==> config.mk <==
export PLATFORM = sky130hd
export DESIGN_NAME = stepper_limit_switch_calibration_core
export DESIGN_NICKNAME = d
export VERILOG_FILES = /design/src/rtl/stlsc_pkg.sv /design/src/rtl/stlsc_cfg.sv /design/src/rtl/stlsc_step.sv /design/src/rtl/stepper_limit_switch_calibration_core.sv
export SDC_FILE = /design/constraint.sdc
export NUM_CORES = 1
export LEC_CHECK = 0
export ABC_CLOCK_PERIOD_IN_PS = 19750
export BUFFER_PORTS_ARGS = -buffer_cell sky130_fd_sc_hd__clkbuf_2
export CORE_MARGIN = 1
export CORE_UTILIZATION = 45
export CTS_CLUSTER_SIZE = 40
export DETAILED_ROUTE_END_ITERATION = 7
export PLACE_DENSITY = 0.64
export SKIP_CTS_REPAIR_TIMING = 1
export SYNTH_ARGS = -nofsm -noshare
export SYNTH_HDL_FRONTEND = slang
export SYNTH_SLANG_ARGS = --single-unit
==> constraint.sdc <==
create_clock -name clk -period 19.75 [get_ports clk]
set_input_delay 2.9625 -clock clk [delete_from_list [all_inputs] [get_ports clk]]
set_output_delay 2.9625 -clock clk [all_outputs]
set_load 0.02 [all_outputs]
==> src/rtl/stlsc_pkg.sv <==
// shared types, constants and helpers for the limit switch calibration block
`default_nettype none

package stlsc_pkg;

	// counter width of the travel and run counters
	localparam int COUNT_WIDTH = 24;
	localparam int PROD_WIDTH  = COUNT_WIDTH + 16;
	localparam logic [COUNT_WIDTH-1:0] CNT_MAX = {COUNT_WIDTH{1'b1}};

	// register file
	localparam int CFG_INDEX_WIDTH = 1;
	localparam int CFG_DATA_WIDTH  = 16;
	localparam logic [CFG_INDEX_WIDTH-1:0] REG_MARGIN_STEPS  = 1'd0;
	localparam logic [CFG_INDEX_WIDTH-1:0] REG_TOLERANCE_Q16 = 1'd1;
	localparam logic [15:0] MARGIN_RESET    = 16'd500;
	localparam logic [15:0] TOLERANCE_RESET = 16'd328;

	// calibration stages
	localparam logic [2:0] STAGE_SEEK    = 3'd0;
	localparam logic [2:0] STAGE_MEASURE = 3'd1;
	localparam logic [2:0] STAGE_VERIFY  = 3'd2;
	localparam logic [2:0] STAGE_OFFSET  = 3'd3;
	localparam logic [2:0] STAGE_HOME    = 3'd4;

	typedef struct packed {
		logic limit_min;
		logic limit_max;
	} in_word_t;

	typedef struct packed {
		logic        run_step;
		logic        halt_pulse;
		logic        direction;
		logic [2:0]  stage_now;
		logic        done_res;
		logic        restarted;
		logic [23:0] travel_steps;
	} out_word_t;

	typedef struct packed {
		logic [15:0] margin_steps;
		logic [15:0] tolerance_q16;
	} cfg_t;

	typedef struct packed {
		logic [2:0]             stage;
		logic [COUNT_WIDTH-1:0] travel_count;
		logic [COUNT_WIDTH-1:0] run_count;
		logic                   far_side;
		logic                   dir;
		logic                   done;
	} cal_state_t;

	// saturating increment
	function automatic logic [COUNT_WIDTH-1:0] sat_inc(input logic [COUNT_WIDTH-1:0] v);
		return (v == CNT_MAX) ? CNT_MAX : v + 1'b1;
	endfunction

	// subtract clamped at zero
	function automatic logic [COUNT_WIDTH-1:0] sat_sub(input logic [COUNT_WIDTH-1:0] a,
		input logic [COUNT_WIDTH-1:0] b);
		return (a > b) ? a - b : '0;
	endfunction

endpackage

`default_nettype wire

==> src/rtl/stlsc_cfg.sv <==
// configuration registers: margin and tolerance
`default_nettype none

module stlsc_cfg (
	input  wire logic                                  clk,
	input  wire logic                                  arst_n,
	input  wire logic                                  cfg_we,
	input  wire logic [stlsc_pkg::CFG_INDEX_WIDTH-1:0] cfg_index,
	input  wire logic [stlsc_pkg::CFG_DATA_WIDTH-1:0]  cfg_data,
	output stlsc_pkg::cfg_t                            cfg
);
	import stlsc_pkg::*;

	logic [15:0] margin_q;
	logic [15:0] tolerance_q;

	// register writes, no read-back
	always_ff @(posedge clk or negedge arst_n) begin
		if (!arst_n) begin
			margin_q    <= MARGIN_RESET;
			tolerance_q <= TOLERANCE_RESET;
		end else if (cfg_we) begin
			unique case (cfg_index)
				REG_MARGIN_STEPS:  margin_q    <= cfg_data;
				REG_TOLERANCE_Q16: tolerance_q <= cfg_data;
				default: ;
			endcase
		end
	end

	assign cfg.margin_steps  = margin_q;
	assign cfg.tolerance_q16 = tolerance_q;

endmodule

`default_nettype wire

==> src/rtl/stlsc_step.sv <==
// per-tick next-state and result logic of the calibration sequence
`default_nettype none

module stlsc_step (
	input  wire stlsc_pkg::cal_state_t st,
	input  wire stlsc_pkg::cfg_t       cfg,
	input  wire stlsc_pkg::in_word_t   in_word,
	output stlsc_pkg::cal_state_t      st_next,
	output stlsc_pkg::out_word_t       res
);
	import stlsc_pkg::*;

	logic                   any_sw;
	logic                   opposite;
	logic [COUNT_WIDTH-1:0] run_inc;
	logic [COUNT_WIDTH-1:0] travel_inc;
	logic [COUNT_WIDTH-1:0] margin_ext;
	logic [COUNT_WIDTH-1:0] travel_less;
	logic [COUNT_WIDTH-1:0] diff;
	logic [PROD_WIDTH-1:0]  limit_prod;
	logic [PROD_WIDTH-1:0]  diff_sh;
	logic                   mismatch;
	logic                   reached;
	logic                   run_o;
	logic                   halt_o;
	logic                   restart_o;

	// switch decode
	assign any_sw   = in_word.limit_min | in_word.limit_max;
	assign opposite = (st.far_side & in_word.limit_min) | (~st.far_side & in_word.limit_max);

	// counter arithmetic
	assign run_inc     = sat_inc(st.run_count);
	assign travel_inc  = sat_inc(st.travel_count);
	assign margin_ext  = COUNT_WIDTH'(cfg.margin_steps);
	assign travel_less = sat_sub(st.travel_count, margin_ext);
	assign reached     = (run_inc >= st.travel_count);

	// mismatch check: |run - travel| * 65536 > travel * tolerance
	assign diff       = (run_inc > st.travel_count) ? run_inc - st.travel_count
	                                                : st.travel_count - run_inc;
	assign limit_prod = PROD_WIDTH'(st.travel_count) * PROD_WIDTH'(cfg.tolerance_q16);
	assign diff_sh    = {diff, 16'd0};
	assign mismatch   = (diff_sh > limit_prod);

	// stage actions
	always_comb begin
		st_next   = st;
		run_o     = 1'b0;
		halt_o    = 1'b0;
		restart_o = 1'b0;
		if (!st.done) begin
			unique case (st.stage)
				STAGE_MEASURE: begin
					run_o = 1'b1;
					halt_o = any_sw;
					st_next.travel_count = travel_inc;
					if (opposite) begin
						st_next.dir      = ~st.dir;
						halt_o           = 1'b1;
						st_next.far_side = in_word.limit_max;
						st_next.stage    = STAGE_VERIFY;
					end
				end
				STAGE_VERIFY: begin
					run_o = 1'b1;
					halt_o = any_sw;
					st_next.run_count = run_inc;
					if (opposite) begin
						st_next.dir      = ~st.dir;
						st_next.far_side = in_word.limit_max;
						st_next.run_count = '0;
						if (mismatch) begin
							st_next.stage        = STAGE_SEEK;
							st_next.travel_count = '0;
							restart_o            = 1'b1;
						end else begin
							st_next.travel_count = travel_less;
							st_next.stage        = STAGE_OFFSET;
						end
					end
				end
				STAGE_OFFSET: begin
					run_o = 1'b1;
					halt_o = any_sw;
					st_next.run_count = run_inc;
					if (reached) begin
						st_next.travel_count = travel_less;
						st_next.dir          = ~st.dir;
						if (!st.far_side) begin
							st_next.done = 1'b1;
						end else begin
							st_next.run_count = '0;
							st_next.stage     = STAGE_HOME;
						end
					end
				end
				STAGE_HOME: begin
					run_o = 1'b1;
					halt_o = any_sw;
					st_next.run_count = run_inc;
					if (reached) begin
						st_next.dir  = ~st.dir;
						st_next.done = 1'b1;
					end
				end
				default: begin
					// seek, unused codes behave the same
					if (!any_sw) begin
						run_o = 1'b1;
					end else begin
						st_next.far_side = in_word.limit_max;
						st_next.dir      = ~in_word.limit_max;
						halt_o           = 1'b1;
						st_next.stage    = STAGE_MEASURE;
					end
				end
			endcase
		end
	end

	// result word reports the state after the tick
	always_comb begin
		res.run_step     = run_o;
		res.halt_pulse   = halt_o;
		res.direction    = st_next.dir;
		res.stage_now    = st_next.stage;
		res.done_res     = st_next.done;
		res.restarted    = restart_o;
		res.travel_steps = 24'(st_next.travel_count);
	end

endmodule

`default_nettype wire

==> src/rtl/stepper_limit_switch_calibration_core.sv <==
// top level of the stepper limit switch travel calibration block
//
//  channel   dir   handshake                word
//  in        in    in_valid / in_ready      in_data   (limit_min, limit_max)
//  out       out   out_valid / out_ready    out_data  (run_step .. travel_steps)
//  cfg       in    cfg_we                   cfg_index, cfg_data
//
// one word per cycle sustained while out_ready is high; a word is held in the input register
// and its result is then registered in the output register
// the calibration state advances when the input register word moves into the
// output register; the output register and input register together hold two words
// reset clears stage, counters, direction and done; config returns to 500 / 328
// a stalled output holds the state; the input register still takes one more word
`default_nettype none

module stepper_limit_switch_calibration_core (
	input  wire logic                                  clk,
	input  wire logic                                  arst_n,
	input  wire logic                                  in_valid,
	output logic                                       in_ready,
	input  wire stlsc_pkg::in_word_t                   in_data,
	output logic                                       out_valid,
	input  wire logic                                  out_ready,
	output stlsc_pkg::out_word_t                       out_data,
	input  wire logic                                  cfg_we,
	input  wire logic [stlsc_pkg::CFG_INDEX_WIDTH-1:0] cfg_index,
	input  wire logic [stlsc_pkg::CFG_DATA_WIDTH-1:0]  cfg_data
);
	import stlsc_pkg::*;

	cfg_t       cfg;
	cal_state_t st_q;
	cal_state_t st_next;
	out_word_t  res;
	in_word_t   in_word_s1;
	logic       in_valid_s1;
	out_word_t  out_word_s2;
	logic       out_valid_s2;
	logic       advance;

	stlsc_cfg u_cfg (
		.clk       (clk),
		.arst_n    (arst_n),
		.cfg_we    (cfg_we),
		.cfg_index (cfg_index),
		.cfg_data  (cfg_data),
		.cfg       (cfg)
	);

	stlsc_step u_step (
		.st      (st_q),
		.cfg     (cfg),
		.in_word (in_word_s1),
		.st_next (st_next),
		.res     (res)
	);

	// output register free or draining this cycle
	assign advance  = ~out_valid_s2 | out_ready;
	assign in_ready = ~in_valid_s1 | advance;

	// input register
	always_ff @(posedge clk or negedge arst_n) begin
		if (!arst_n) begin
			in_valid_s1 <= 1'b0;
		end else if (in_ready) begin
			in_valid_s1 <= in_valid;
		end
	end

	always_ff @(posedge clk) begin
		if (in_ready && in_valid) begin
			in_word_s1 <= in_data;
		end
	end

	// calibration state, moves with each processed word
	always_ff @(posedge clk or negedge arst_n) begin
		if (!arst_n) begin
			st_q <= '0;
		end else if (advance && in_valid_s1) begin
			st_q <= st_next;
		end
	end

	// output register
	always_ff @(posedge clk or negedge arst_n) begin
		if (!arst_n) begin
			out_valid_s2 <= 1'b0;
		end else if (advance) begin
			out_valid_s2 <= in_valid_s1;
		end
	end

	always_ff @(posedge clk) begin
		if (advance && in_valid_s1) begin
			out_word_s2 <= res;
		end
	end

	assign out_valid = out_valid_s2;
	assign out_data  = out_word_s2;

endmodule

`default_nettype wire

==> impl_results.md <==
- Outcome: completed
- # setup viols final: 0
- Crit. End Element: register
- Die H: 225.4 microns
- Storage element area: 3234 sq um
- Share of synthesized flip-flops with an asynchronous set or reset: 72.13%
- Hold Path Origin: st_q[17]$_DFFE_PN0P_
- Synth top area cells: fa_1 28%, ha_1 11%, dfrtp_1 8.8%, inv_1 7.5%, nand2_1 6.5%
- R2R Path End: out_data[19]$_DFFE_PP_
- Nets: 3,168
- Post-synth EDFFs: 34
- CP delay by family, top: adder cells
- CP Class: reg -> reg
- Placed Instance Area: 23,310 sq um
- Largest net degree at the start of global routing: 59
- Slew Viols, Final: 0
- Post-layout minimum cycle time: 10.18 ns
- Crit-path max FO: 36
- Worst-Margin Slew: 1.407 ns
- RSZ-0062 raised after global routing: false
- Routed Antenna Nets: 0
- CTS tree: yes
- Min setup slack post-route: 9.566 ns
- Initial antenna violation count: 1
- Total GRT Usage: 27.03%
- Post-synthesis cell type count: 82
- Mapped Cells: 2,656
- Die width: 225.4 microns
- Clock buffer depth: 2
- Worst path required time: 20.05 ns
- Hold Path Depth: 2
- Fin util: 48.68%
- Detailed Routing Iterations Pass 1: 6
- GRT busiest layer: met2
- Worst slew margin: 6.208%
- Placeable Area: 49,050 sq um
- Main flop type after synthesis: dfrtp_1
- Via-to-Cell Ratio: 5.744
- Met1 Usage GRT: 36.47%
- Area Growth Syn to Fin: 6.358%
- Num CTS Buffers: 17
- CP startpoint kind: register
- Critical Path Max Stage Delay: 1.05 ns
- # IOs: 58
- F_max: 98.19 MHz
- Leading area contributor after synthesis: fa_1
- DR vias: 19,010
- Layout cell share with drive strength beyond 1: 6.803%
- Synth top area share: 27.55%
- Mean Syn Cell Area: 8.454 sq um
- ANT cells: 0
- Global-route wire length before repair: 106.5 mm
- RePlAce Congestion: 0.9012
- M3 GR Usage: 4.615%
- TNS Setup: 0 ns
- Worst-path clk slew: 0.06 ns
- Sink Count: 122
- WHS Endpoint: st_q[17]$_DFFE_PN0P_
- Final wirelength: 66.60 mm
- DP Worst Slack: 9.849 ns
- Port bufs: 57
- Final period utilization: 51.57%
- R2R setup slack: 9.57 ns
- WP data arrival: 10.49 ns
- Worst Path Buf+Inv: 3
- Vias in the first global route: 19,450
- # rows: 81
- Design Area, Final: 23,880 sq um
- Number of remaining DRC errors: 0
- Skew-Pair Late Insertion Delay: 0.43 ns
- Fin. Hold Viols: 0
- Fillers: 4,714
- Worst r2r src: u_cfg.tolerance_q[1]$_DFFE_PN0P_
- DR iter-0 viols: 1,886
- Hold crit path type: reg -> reg
- Worst Skew: 0.007760 ns
- Synth warn: 0
- DP HPWL: 49.02 mm
- Syn nets: 3,191
- Mapped Area: 22,450 sq um
- Reg2reg path depth: 29
- Slowest-stage cell, CP: dfrtp_1
- Seq cells post-synth: 122
- DR WL/cell: 20.12 microns
- Max_cap viols: 0
- Met2 usage: 43.78%
- Root Buffer: clkbuf_16
- Most used cell, CP: fa_1
- DIE AREA: 50,790 sq um
- Seq/Total Area, Yosys: 14.41%
- GR Overflow Total: 0
- CTS H-tree depth: 4
- Starting density of the core: 45.77%
- Area of the multi-input gates: 16,980 sq um
## metrics by stage
step                hold WS (ns)  std cells
finish                    0.4757       3310
global route              0.5062       3310
CTS                       0.4827       3310
detailed placement        0.4701       3278
global placement          0.4696       3278
floorplan                 0.4498       2656
## synth_stat cells (6+ instances only)
cell	number
a211o_1	11
a211oi_1	15
a21o_1	42
a21oi_1	107
a221o_1	6
a221oi_1	7
a22oi_1	8
a31oi_1	18
and2_1	157
and3_1	16
and4_1	9
buf_1	7
buf_2	7
clkbuf_1	119
dfrtp_1	79
dfstp_2	9
edfxtp_1	34
fa_1	309
ha_1	202
inv_1	446
mux2_2	19
mux2i_1	18
nand2_1	390
nand2b_1	24
nand3_1	55
nand4_1	30
nor2_1	87
nor2b_1	18
nor3_1	33
nor4_1	10
o211ai_1	9
o21a_1	13
o21ai_0	111
o21bai_1	7
o22ai_1	19
o31ai_1	9
or3_1	17
xnor2_1	48
xor2_1	36
## worst max-delay path by stage
| stage | from | to | depth (start not counted) |
|---|---|---|---|
| after floorplan | st_q[48]$_DFFE_PN0P_ | out_data[9]$_DFFE_PP_ | 38 |
| after global placement | u_cfg.tolerance_q[7]$_DFFE_PN0P_ | out_data[19]$_DFFE_PP_ | 33 |
| after detailed placement | u_cfg.tolerance_q[1]$_DFFE_PN0P_ | out_data[19]$_DFFE_PP_ | 29 |
| after CTS | u_cfg.tolerance_q[1]$_DFFE_PN0P_ | out_data[19]$_DFFE_PP_ | 29 |
| after global routing | u_cfg.tolerance_q[1]$_DFFE_PN0P_ | out_data[19]$_DFFE_PP_ | 29 |
| final | u_cfg.tolerance_q[1]$_DFFE_PN0P_ | out_data[19]$_DFFE_PP_ | 29 |
## cells by family (layout without fill, tap and decap cells)
group | count (synthesis) | count (layout) | share of synthesized area (%)
DFF | 122 | 122 | 14.41
buffers and inverters | 587 | 577 | 10.00
adders and majority gates | 511 | 511 | 38.81
muxes | 37 | 37 | 1.755
xor gates and xnor gates | 84 | 84 | 3.277
AOI/OAI and AO/OA | 448 | 448 | 13.16
and+or+nand+nor | 867 | 867 | 18.59
## per-layer routing
| layer | routed length [microns] | part of all wire, % |
|---|---|---|
| met4 | 2353 | 3.5 |
| met3 | 4861 | 7.3 |
| met1 | 28620 | 43 |
| met5 | 13 | 0.020 |
| met2 | 30750 | 46 |
## flip-flops by register name, summed over array words and instances, names as in the netlist
signal,flops
st_q,54
in_word_s1,2
out_data,32
u_cfg.tolerance_q,16
out_valid,1
u_cfg.margin_q,16
in_valid_s1,1
## tightest hold or removal path, delay by kind of cell (launching register included)
kind / cells / cell delay [ns]
flip-flops: 1 / 0.34
AO/OA/AOI/OAI: 1 / 0.06
AND/OR/NAND/NOR: 1 / 0.05
## layout make-up
cell class | instances | share of cell area [%]
Timing Repair Buffer | 97 | 2.463
Sequential cell | 122 | 13.54
Clock inverter | 11 | 0.3930
Inverter | 448 | 7.042
Tap cell | 664 | 3.479
Multi-Input combinational cell | 1947 | 71.10
Clock buffer | 21 | 1.975
## layout by cell type, fill, tap and decap left out, types with 10 or more instances in the layout
master	n
a211oi_1	15
and3_1	16
o21a_1	13
mux2_2	19
a31oi_1	18
nor2_1	87
and2_1	157
clkbuf_16	18
o21ai_0	111
buf_4	41
o22ai_1	19
nor2b_1	17
inv_1	446
xor2_1	36
fa_1	309
a21o_1	42
edfxtp_1	34
mux2i_1	18
dfrtp_1	79
nand2b_1	24
nand3_1	55
or3_1	17
xnor2_1	48
clkbuf_2	56
nor4_1	10
nand4_1	30
a211o_1	11
ha_1	202
a21oi_1	107
nand2_1	390
nor3_1	32
Power is not shown: default switching activity piles up to over one toggle a cycle in this logic, so the estimate is an artifact.
